### src/sv/gdbm_pkg.sv
// ---------------------------------------------------------------------------
// gdbm_pkg: shared types and constants of the grid distortion map
// Holds register indexes, operation codes, the sequencer states and the
// request and response structs of the shared multiplier.
// ---------------------------------------------------------------------------
`default_nettype none
package gdbm_pkg;

  localparam logic [2:0] CFG_COEF_XX = 3'd0;
  localparam logic [2:0] CFG_COEF_XY = 3'd1;
  localparam logic [2:0] CFG_SHIFT_X = 3'd2;
  localparam logic [2:0] CFG_COEF_YX = 3'd3;
  localparam logic [2:0] CFG_COEF_YY = 3'd4;
  localparam logic [2:0] CFG_SHIFT_Y = 3'd5;
  localparam logic [2:0] CFG_GRID_W  = 3'd6;
  localparam logic [2:0] CFG_GRID_H  = 3'd7;

  localparam logic MODE_LOAD  = 1'b0;
  localparam logic MODE_APPLY = 1'b1;

  // Multiply operations, issued in this order.
  localparam logic [3:0] OP_XX   = 4'd0;
  localparam logic [3:0] OP_XY   = 4'd1;
  localparam logic [3:0] OP_YX   = 4'd2;
  localparam logic [3:0] OP_YY   = 4'd3;
  localparam logic [3:0] OP_XHYH = 4'd4;
  localparam logic [3:0] OP_X01  = 4'd5;
  localparam logic [3:0] OP_X10  = 4'd6;
  localparam logic [3:0] OP_XC   = 4'd7;
  localparam logic [3:0] OP_Y01  = 4'd8;
  localparam logic [3:0] OP_Y10  = 4'd9;
  localparam logic [3:0] OP_YC   = 4'd10;
  localparam int         NUM_OPS = 11;

  typedef enum logic [9:0] {
    ST_IDLE  = 10'b0000000001,
    ST_MISS  = 10'b0000000010,
    ST_MWAIT = 10'b0000000100,
    ST_PIX   = 10'b0000001000,
    ST_IDX   = 10'b0000010000,
    ST_RD    = 10'b0000100000,
    ST_RDL   = 10'b0001000000,
    ST_DIFF  = 10'b0010000000,
    ST_SUM   = 10'b0100000000,
    ST_FIN   = 10'b1000000000
  } gdbm_state_e;

  typedef struct packed {
    logic               start;
    logic signed [63:0] a;
    logic signed [63:0] b;
  } gdbm_mul_req_t;

  typedef struct packed {
    logic               done;
    logic signed [61:0] result;
  } gdbm_mul_rsp_t;

endpackage
`default_nettype wire

### src/sv/gdbm_mul.sv
// ---------------------------------------------------------------------------
// gdbm_mul: multi-cycle Q48.16 multiplier
// Forms a 64x64 product from four 32x32 partial products, floors it by
// 16 bits and saturates to plus or minus 2^60.
// ---------------------------------------------------------------------------
`default_nettype none
module gdbm_mul (
  input  wire logic                   clk_i,
  input  wire logic                   rst_ni,
  input  wire gdbm_pkg::gdbm_mul_req_t req_i,
  output gdbm_pkg::gdbm_mul_rsp_t      rsp_o
);
  logic [63:0]  am_q, bm_q;
  logic         neg_q;
  logic [127:0] acc_q;
  logic [1:0]   cnt_q;
  logic         busy_q, fin_q, done_q;
  logic signed [61:0] res_q;

  logic [31:0]  ah, bh;
  logic [63:0]  pp;
  logic [1:0]   sh;
  logic signed [128:0] pval, fl;

  assign ah   = cnt_q[1] ? am_q[63:32] : am_q[31:0];
  assign bh   = cnt_q[0] ? bm_q[63:32] : bm_q[31:0];
  assign pp   = 64'(ah) * 64'(bh);
  assign sh   = {1'b0, cnt_q[1]} + {1'b0, cnt_q[0]};
  assign pval = neg_q ? -$signed({1'b0, acc_q}) : $signed({1'b0, acc_q});
  assign fl   = pval >>> 16;

  always_ff @(posedge clk_i or negedge rst_ni) begin
    if (!rst_ni) begin
      busy_q <= 1'b0;
      fin_q  <= 1'b0;
      done_q <= 1'b0;
      cnt_q  <= 2'd0;
    end else begin
      done_q <= fin_q;
      fin_q  <= busy_q && (cnt_q == 2'd3);
      if (req_i.start) begin
        busy_q <= 1'b1;
        cnt_q  <= 2'd0;
      end else if (busy_q) begin
        cnt_q <= cnt_q + 2'd1;
        if (cnt_q == 2'd3) begin
          busy_q <= 1'b0;
        end
      end
    end
  end

  always_ff @(posedge clk_i) begin
    if (req_i.start) begin
      am_q  <= req_i.a[63] ? 64'(-req_i.a) : 64'(req_i.a);
      bm_q  <= req_i.b[63] ? 64'(-req_i.b) : 64'(req_i.b);
      neg_q <= req_i.a[63] ^ req_i.b[63];
      acc_q <= '0;
    end else if (busy_q) begin
      acc_q <= acc_q + (128'(pp) << {sh, 5'b0});
    end
    if (fin_q) begin
      if (fl > (129'sd1 <<< 60)) begin
        res_q <= 62'sd1 <<< 60;
      end else if (fl < -(129'sd1 <<< 60)) begin
        res_q <= -(62'sd1 <<< 60);
      end else begin
        res_q <= 62'(fl);
      end
    end
  end

  assign rsp_o.done   = done_q;
  assign rsp_o.result = res_q;

  a_fixed_latency: assert property (@(posedge clk_i) disable iff (!rst_ni)
    req_i.start |-> ##6 done_q) else $error("multiplier latency slip");
  a_start_idle: assert property (@(posedge clk_i) disable iff (!rst_ni)
    req_i.start |-> !busy_q && !fin_q) else $error("multiplier restarted busy");
endmodule
`default_nettype wire

### config.mk
export PLATFORM = sky130hd
export DESIGN_NAME = gdbm_mul
export DESIGN_NICKNAME = d
export VERILOG_FILES = /design/src/sv/gdbm_pkg.sv /design/src/sv/gdbm_mul.sv
export SDC_FILE = /design/constraint.sdc
export NUM_CORES = 2
export LEC_CHECK = 0
export BUFFER_PORTS_ARGS = -buffer_cell sky130_fd_sc_hd__buf_2
export CAP_MARGIN = 5
export CORE_AREA = 2 2 319 321
export CTS_BUF_LIST = sky130_fd_sc_hd__clkbuf_8
export DETAILED_ROUTE_END_ITERATION = 8
export DIE_AREA = 0 0 321 323
export GPL_TIMING_DRIVEN = 0
export PLACE_DENSITY_LB_ADDON = 0.2
export SLEW_MARGIN = 20
export SYNTH_ARGS = -nofsm -noshare
export SYNTH_HDL_FRONTEND = slang
export SYNTH_SLANG_ARGS = --single-unit
### constraint.sdc
create_clock -name clk_i -period 14.1 [get_ports clk_i]
set_clock_uncertainty 0.2 [all_clocks]
set_input_delay 2.82 -clock clk_i [delete_from_list [all_inputs] [get_ports clk_i]]
set_output_delay 2.82 -clock clk_i [all_outputs]
set_load 0.005 [all_outputs]
# Word level (Yosys, flattened, before mapping)
# Cells that the tools add are included.
# W data, S select, Z words.
totals:
  reg_bits: 324
  wordCells: 38
classes:
  addsub: 6
  n_mul: 1
  magnitude_cmp: 2
  n_eq_ne: 1
  n_shift: 1
  n_mux: 11
  bitwise: 1
  n_reduce_logical: 3
ops:
  columns: ["operator", "count"]
  rows:
  - ["$mux W129", 1]
  - ["$neg A128 Y129", 1]
  - ["$add A128 B128 Y128", 1]
  - ["$neg A64 Y64", 2]
  - ["$shl A64 B7 Y128", 1]
  - ["$mux W63", 2]
  - ["$gt A113 B62 Y1 const B", 1]
  - ["$lt A113 B61 Y1 const B", 1]
  - ["$mul A32 B32 Y64", 1]
  - ["$mux W32", 2]
  - ["$mux W62", 1]
  - ["$mux W2", 2]
  - ["$mux W1", 3]
  - ["$add A1 B1 Y2", 1]
  - ["$add A2 B1 Y2 const B", 1]
  - ["$eq A2 B2 Y1 const B", 1]
  - ["$reduce_bool A2 Y1", 1]
  - ["$reduce_or A2 Y1", 1]
  - ["$logic_and A1 B1 Y1", 1]
  - ["$xor A1 B1 Y1", 1]

# Logic depth before layout (Yosys ltp)
logic_depth:
  word_depth: 4
  ltp_mapped: 50
  ltp_nobuf: 46

# Worst setup path before layout
# No wires, ideal clock.
synth_timing:
  path_kind: "flip-flop to flip-flop"
  start: "reg cnt_q[1]"
  end: "reg acc_q[125]"
  arrival_time_ns: 11.942
  required_ns: 13.825
  setup_slack_ns: 1.883
  path_stages_with_launch: 44
  n_path_buf: 3
  cell_sequence: "dfrtp_1 clkbuf_1 buf_1 mux2i_1 clkbuf_1 nor2_1 fa_1 inv_1 fa_1 inv_1 fa_1 inv_1 fa_1 inv_1 fa_1 fa_1 fa_1 inv_1 [8 not listed] o21ai_0 xnor2_1 nor2_1 nor2_1 nor2_1 ha_1 nand2_1 or3_1 nor2_1 nand4_1 o31ai_1 o2111ai_1 nand2_1 a31oi_1 o31ai_1 a41oi_1 or4b_2 a31oi_1"
synth_between:
  elab_chain_len: 4
synth_rtl:
  columns: ["item", "line", "rtl"]
  rows:
  - ["from (decl)", "gdbm_mul.sv:16", "logic [1:0] cnt_q;"]
  - ["from (signal assigned)", "gdbm_mul.sv:45", "cnt_q <= cnt_q + 2'd1;"]
  - ["$mux W32", "gdbm_mul.sv:25", "assign ah = cnt_q[1] ? am_q[63:32] : am_q[31:0];"]
  - ["$mul A32 B32 Y64", "gdbm_mul.sv:27", "assign pp = 64'(ah) * 64'(bh);"]
  - ["$shl A64 B7 Y128 (*)", "gdbm_mul.sv:60", "acc_q <= acc_q + (128'(pp) << {sh, 5'b0});"]
  - ["$add A128 B128 Y128 (*)", "gdbm_mul.sv:60", null]
  - ["to (signal assigned)", "gdbm_mul.sv:60", null]
  - ["to (decl)", "gdbm_mul.sv:15", "logic [127:0] acc_q;"]
# Mark *: on every way between the ends. The rest lies on a longest branch, timed or not.
# A chain may end at the register's enable or synchronous reset.

# Final worst setup path
layout_timing:
  start: "reg cnt_q[1]"
  end: "reg acc_q[117]"
# The elaborated chain is that of the path after synthesis.

==> out/results.md <==
| Group | Item | This run |
|:---|:---|:---|
| run status | Run status | finished clean |
| timing | Hold violation count in the final report | 0 |
| logic synthesis | Post-synth cell types | 86 |
| logic synthesis | Number of enable-type register cells in the synthesized netlist | 191 |
| logic synthesis | Synthesized area per cell | 8.44 um2 |
| logic synthesis | Fraction of the yosys area taken by sequential cells | 14.1% |
| logic synthesis | Largest area contributor in the synthesized netlist | sky130_fd_sc_hd__fa_1 |
| global routing | Antenna violations before repair | 12 |
| timing | Max_slew headroom | 16.3% |
| timing | Actual transition at the worst max-transition pin | 1240 ps |
| final layout | Area overhead of the layout relative to synthesis | 9.36% |
| final layout | Fin util | 65.0% |
| final layout | Fraction of layout instances using a drive strength above 1 | 9.07% |
| global routing | First-pass GRT wire length | 349000 um |
| timing | Setup repair after global routing missed its margin | true |
| logic synthesis | Count of state elements after synthesis | 324 |
| final layout | Final cell count without fillers | 8735 |
| floorplanning | Number of top-level pins | 194 |
| route | Routed WL per cell | 27.6 um |
| logic synthesis | Dominant synthesized flop cell | sky130_fd_sc_hd__edfxtp_1 |
| final layout | Leading cell type in the layout, fill and taps excluded | sky130_fd_sc_hd__inv_1 |
| route | Detailed-router iteration count before antenna repair | 8 |
| floorplanning | DIE HEIGHT | 323 um |
| cts | Clock latency reported for the late side of the worst-skew pair | 780 ps |
| timing | Max Transition Viols Final | 0 |
| cts | Num CTS Buffers | 58 |
| route | Routed wire length | 241000 um |
| logic synthesis | Warnings, synthesis | 0 |
| route | Post-Route M1 WL | 92000 um |
| route | Met3 WL post-DR | 37400 um |
| cts | Clock-pin slew on the worst setup and hold paths | 60 ps |
| route | Top Metal Used | met5 |
| setup path | Delay of the slowest cell on the worst path | 740 ps |
| route | Violation count after the first detailed-route iteration | 7521 |
| setup path | Critical Path Sink Type | register |
| setup path | Most used cell along the critical path | sky130_fd_sc_hd__fa_1 |
| logic synthesis | Top post-synthesis cells by area | sky130_fd_sc_hd__fa_1 30%, sky130_fd_sc_hd__edfxtp_1 9.6%, sky130_fd_sc_hd__ha_1 8.2%, sky130_fd_sc_hd__inv_1 6.2%, sky130_fd_sc_hd__nor2_1 6.2% |
| timing | Time the final worst path needs with I/O delays and setup | 13940 ps |
| setup path | WP data required | 14520 ps |
| setup path | Critical path launch point type | register |
| floorplanning | Die outline width | 321 um |
| cts | Count of clock tree sinks | 324 |
| final layout | Net count of the finished layout | 8792 |
| cts | TritonCTS clock tree | built |
| cts | Number of buffers between clock root and the deepest sink | 3 |
| setup path | Worst-path fanout max | 10 |
| place | Detailed-placement wirelength estimate | 200000 um |
| global routing | Maximum number of pins on one net before global-route repair | 86 |
| route | Number of remaining DRC errors | 0 |
| job | Total of max-cap violations | 0 |
| place | Buffers added on ports | 191 |
| route | Detailed-routed wire length on met2 | 97200 um |
| final layout | Commonest cells after routing, fill and taps aside | 1002 x sky130_fd_sc_hd__inv_1, 983 x sky130_fd_sc_hd__nor2_1, 897 x sky130_fd_sc_hd__fa_1, 774 x sky130_fd_sc_hd__nand2_1, 389 x sky130_fd_sc_hd__ha_1 |
| floorplanning | Die ar. | 104000 um2 |
| setup path | Crit path arrival time | 14360 ps |
| logic synthesis | Synthesized netlist net count | 8506 |
| setup path | Crit Path Class | register to register |
| floorplanning | Floorplan row count | 117 |
| logic synthesis | Synth async-reset ratio | 1.54% |
| route | Vias per cell | 6.41 |
| logic synthesis | Post-Synthesis Cells | 7085 |
| timing | Number of setup violations in the final report | 0 |
| global routing | Overall overflow remaining after global route | 0 |
| setup path | Cell at the slowest stage of the critical path | sky130_fd_sc_hd__fa_1 |
| timing | Final period utilization | 98.9% |
| place | Routability-driven placement congestion ratio | 1.11 |
| setup path | Reg2reg setup slack | 160 ps |
| route | Number of routed nets with antenna violations | 0 |
| place | Placed cell count | 8596 |
| floorplanning | Initial core utilization | 59.4% |
| hold path | Worst Hold Class | register to register |
| cts | CTS root buffer | sky130_fd_sc_hd__clkbuf_8 |
| timing | Post-route worst setup slack | 159 ps |
| timing | Highest Clock Rate | 71.7 MHz |
| logic synthesis | Share of Yosys cell area claimed by the top area cell type | 30.0% |
| floorplanning | Placeable core region | 101000 um2 |
| route | Vias after detailed routing | 56.0k |
| cts | H-Tree Depth | 2 |
| logic synthesis | Synth Cell Area | 59800 um2 |
| global routing | Overall routing resource usage | 46.2% |
| global routing | Via count of the first global-routing pass | 54.3k |
| place | Pre-CTS worst setup slack | -2550 ps |
-- cells by family after synthesis --
| family | after synthesis | synth area share (%) |
|---|---|---|
| simple gates | 2372 | 17.5 |
| buf+inv | 1367 | 8.60 |
| fa+ha+maj | 1290 | 38.2 |
| compound gates | 1114 | 11.9 |
| xor+xnor | 384 | 5.62 |
| flops | 324 | 14.1 |
| mux | 234 | 4.06 |
-- cell type report --
type                            instances  area [um2]
Buffer                                358        1650
Inverter                              990        3720
Clock buffer                           58         798
Tap cell                             1309        1640
Multi-Input combinational cell       5394       47100
Clock inverter                         51         430
Antenna cell                            6        15.0
Sequential cell                       324        8430
Timing Repair Buffer                  245        1630
Fill cell                            8630       35300
-- per-layer routing --
| metal | track usage [%] | vias to the layer above |
|---|---|---|
| met3 | 18.1 | 790 |
| met5 | 0.278 | - |
| li1 | - | 23815 |
| met1 | 62.4 | 27499 |
| met4 | 23.1 | 14 |
| met2 | 64.5 | 3912 |
-- worst max-delay path: cells and delay by family (launching register included) --
family                   cells  cell delay [ps]
adder cells (fa/ha/maj)     10             5120
XOR/XNOR                     2              420
multiplexers                 2              660
AND/OR/NAND/NOR              3              550
AO/OA/AOI/OAI               19             4850
flip-flops                   1              480
buffers and inverters        8             1550
-- synth_stat cells, types with 42 or more instances --
cell type / instances
sky130_fd_sc_hd__o21ai_0: 277
sky130_fd_sc_hd__nand2_1: 776
sky130_fd_sc_hd__a21oi_1: 270
sky130_fd_sc_hd__ha_1: 393
sky130_fd_sc_hd__o31ai_1: 65
sky130_fd_sc_hd__nand3_1: 63
sky130_fd_sc_hd__a21o_1: 113
sky130_fd_sc_hd__o21bai_1: 51
sky130_fd_sc_hd__nor3_1: 74
sky130_fd_sc_hd__and2_1: 46
sky130_fd_sc_hd__xnor2_1: 251
sky130_fd_sc_hd__dfxtp_1: 128
sky130_fd_sc_hd__edfxtp_1: 191
sky130_fd_sc_hd__mux2_2: 67
sky130_fd_sc_hd__mux2i_1: 167
sky130_fd_sc_hd__fa_1: 897
sky130_fd_sc_hd__nand4_1: 95
sky130_fd_sc_hd__nor2_1: 984
sky130_fd_sc_hd__o22ai_1: 43
sky130_fd_sc_hd__inv_1: 988
sky130_fd_sc_hd__clkbuf_1: 341
sky130_fd_sc_hd__or3_1: 61
sky130_fd_sc_hd__or4_1: 57
sky130_fd_sc_hd__nor4_1: 42
sky130_fd_sc_hd__xor2_1: 133
-- final timing paths --
path / depth (start not counted) / startpoint / end
worst max-delay path: 44 / cnt_q[1]$_DFFE_PN0P_ / acc_q[117]$_SDFFE_PP0P_
worst min register to register: 2 / acc_q[123]$_SDFFE_PP0P_ / acc_q[123]$_SDFFE_PP0P_
min in group asynchronous: 1 / rst_ni / done_q$_DFF_PN0_
worst min-delay path: 2 / acc_q[123]$_SDFFE_PP0P_ / acc_q[123]$_SDFFE_PP0P_
max in group asynchronous: 1 / rst_ni / cnt_q[1]$_DFFE_PN0P_
worst max register to register: 44 / cnt_q[1]$_DFFE_PN0P_ / acc_q[117]$_SDFFE_PP0P_
-- registers in the layout, indices dropped and copies added (netlist names) --
| name | cells |
|---|---|
| bm_q | 64 |
| busy_q | 1 |
| res_q | 62 |
| cnt_q | 2 |
| am_q | 64 |
| fin_q | 1 |
| done_q | 1 |
| neg_q | 1 |
| acc_q | 128 |
-- per-stage QoR --
| step | cell area (um2) | setup TNS [ps] | hold slack (ps) |
|---|---|---|---|
| 2_1_floorplan | 59800 | 0 | 274 |
| 3_3_place_gp | 62400 | -123080 | 296 |
| 3_5_place_dp | 62800 | -96220 | 319 |
| 4_1_cts | 65000 | 0 | 332 |
| 5_1_grt | 65400 | -12.8 | 354 |
| 6_report | 65400 | 0 | 327 |
-- timing repair --
action,CTS,global route
buffers inserted,28,15
hold buffers,0,0
endpoints found under the setup margin,83,38
pin swaps,2,7
resized for setup,207,129
Power is left out: the tool's default activity adds up to more than one toggle a clock period on the data nets, which glitch-free logic cannot reach.
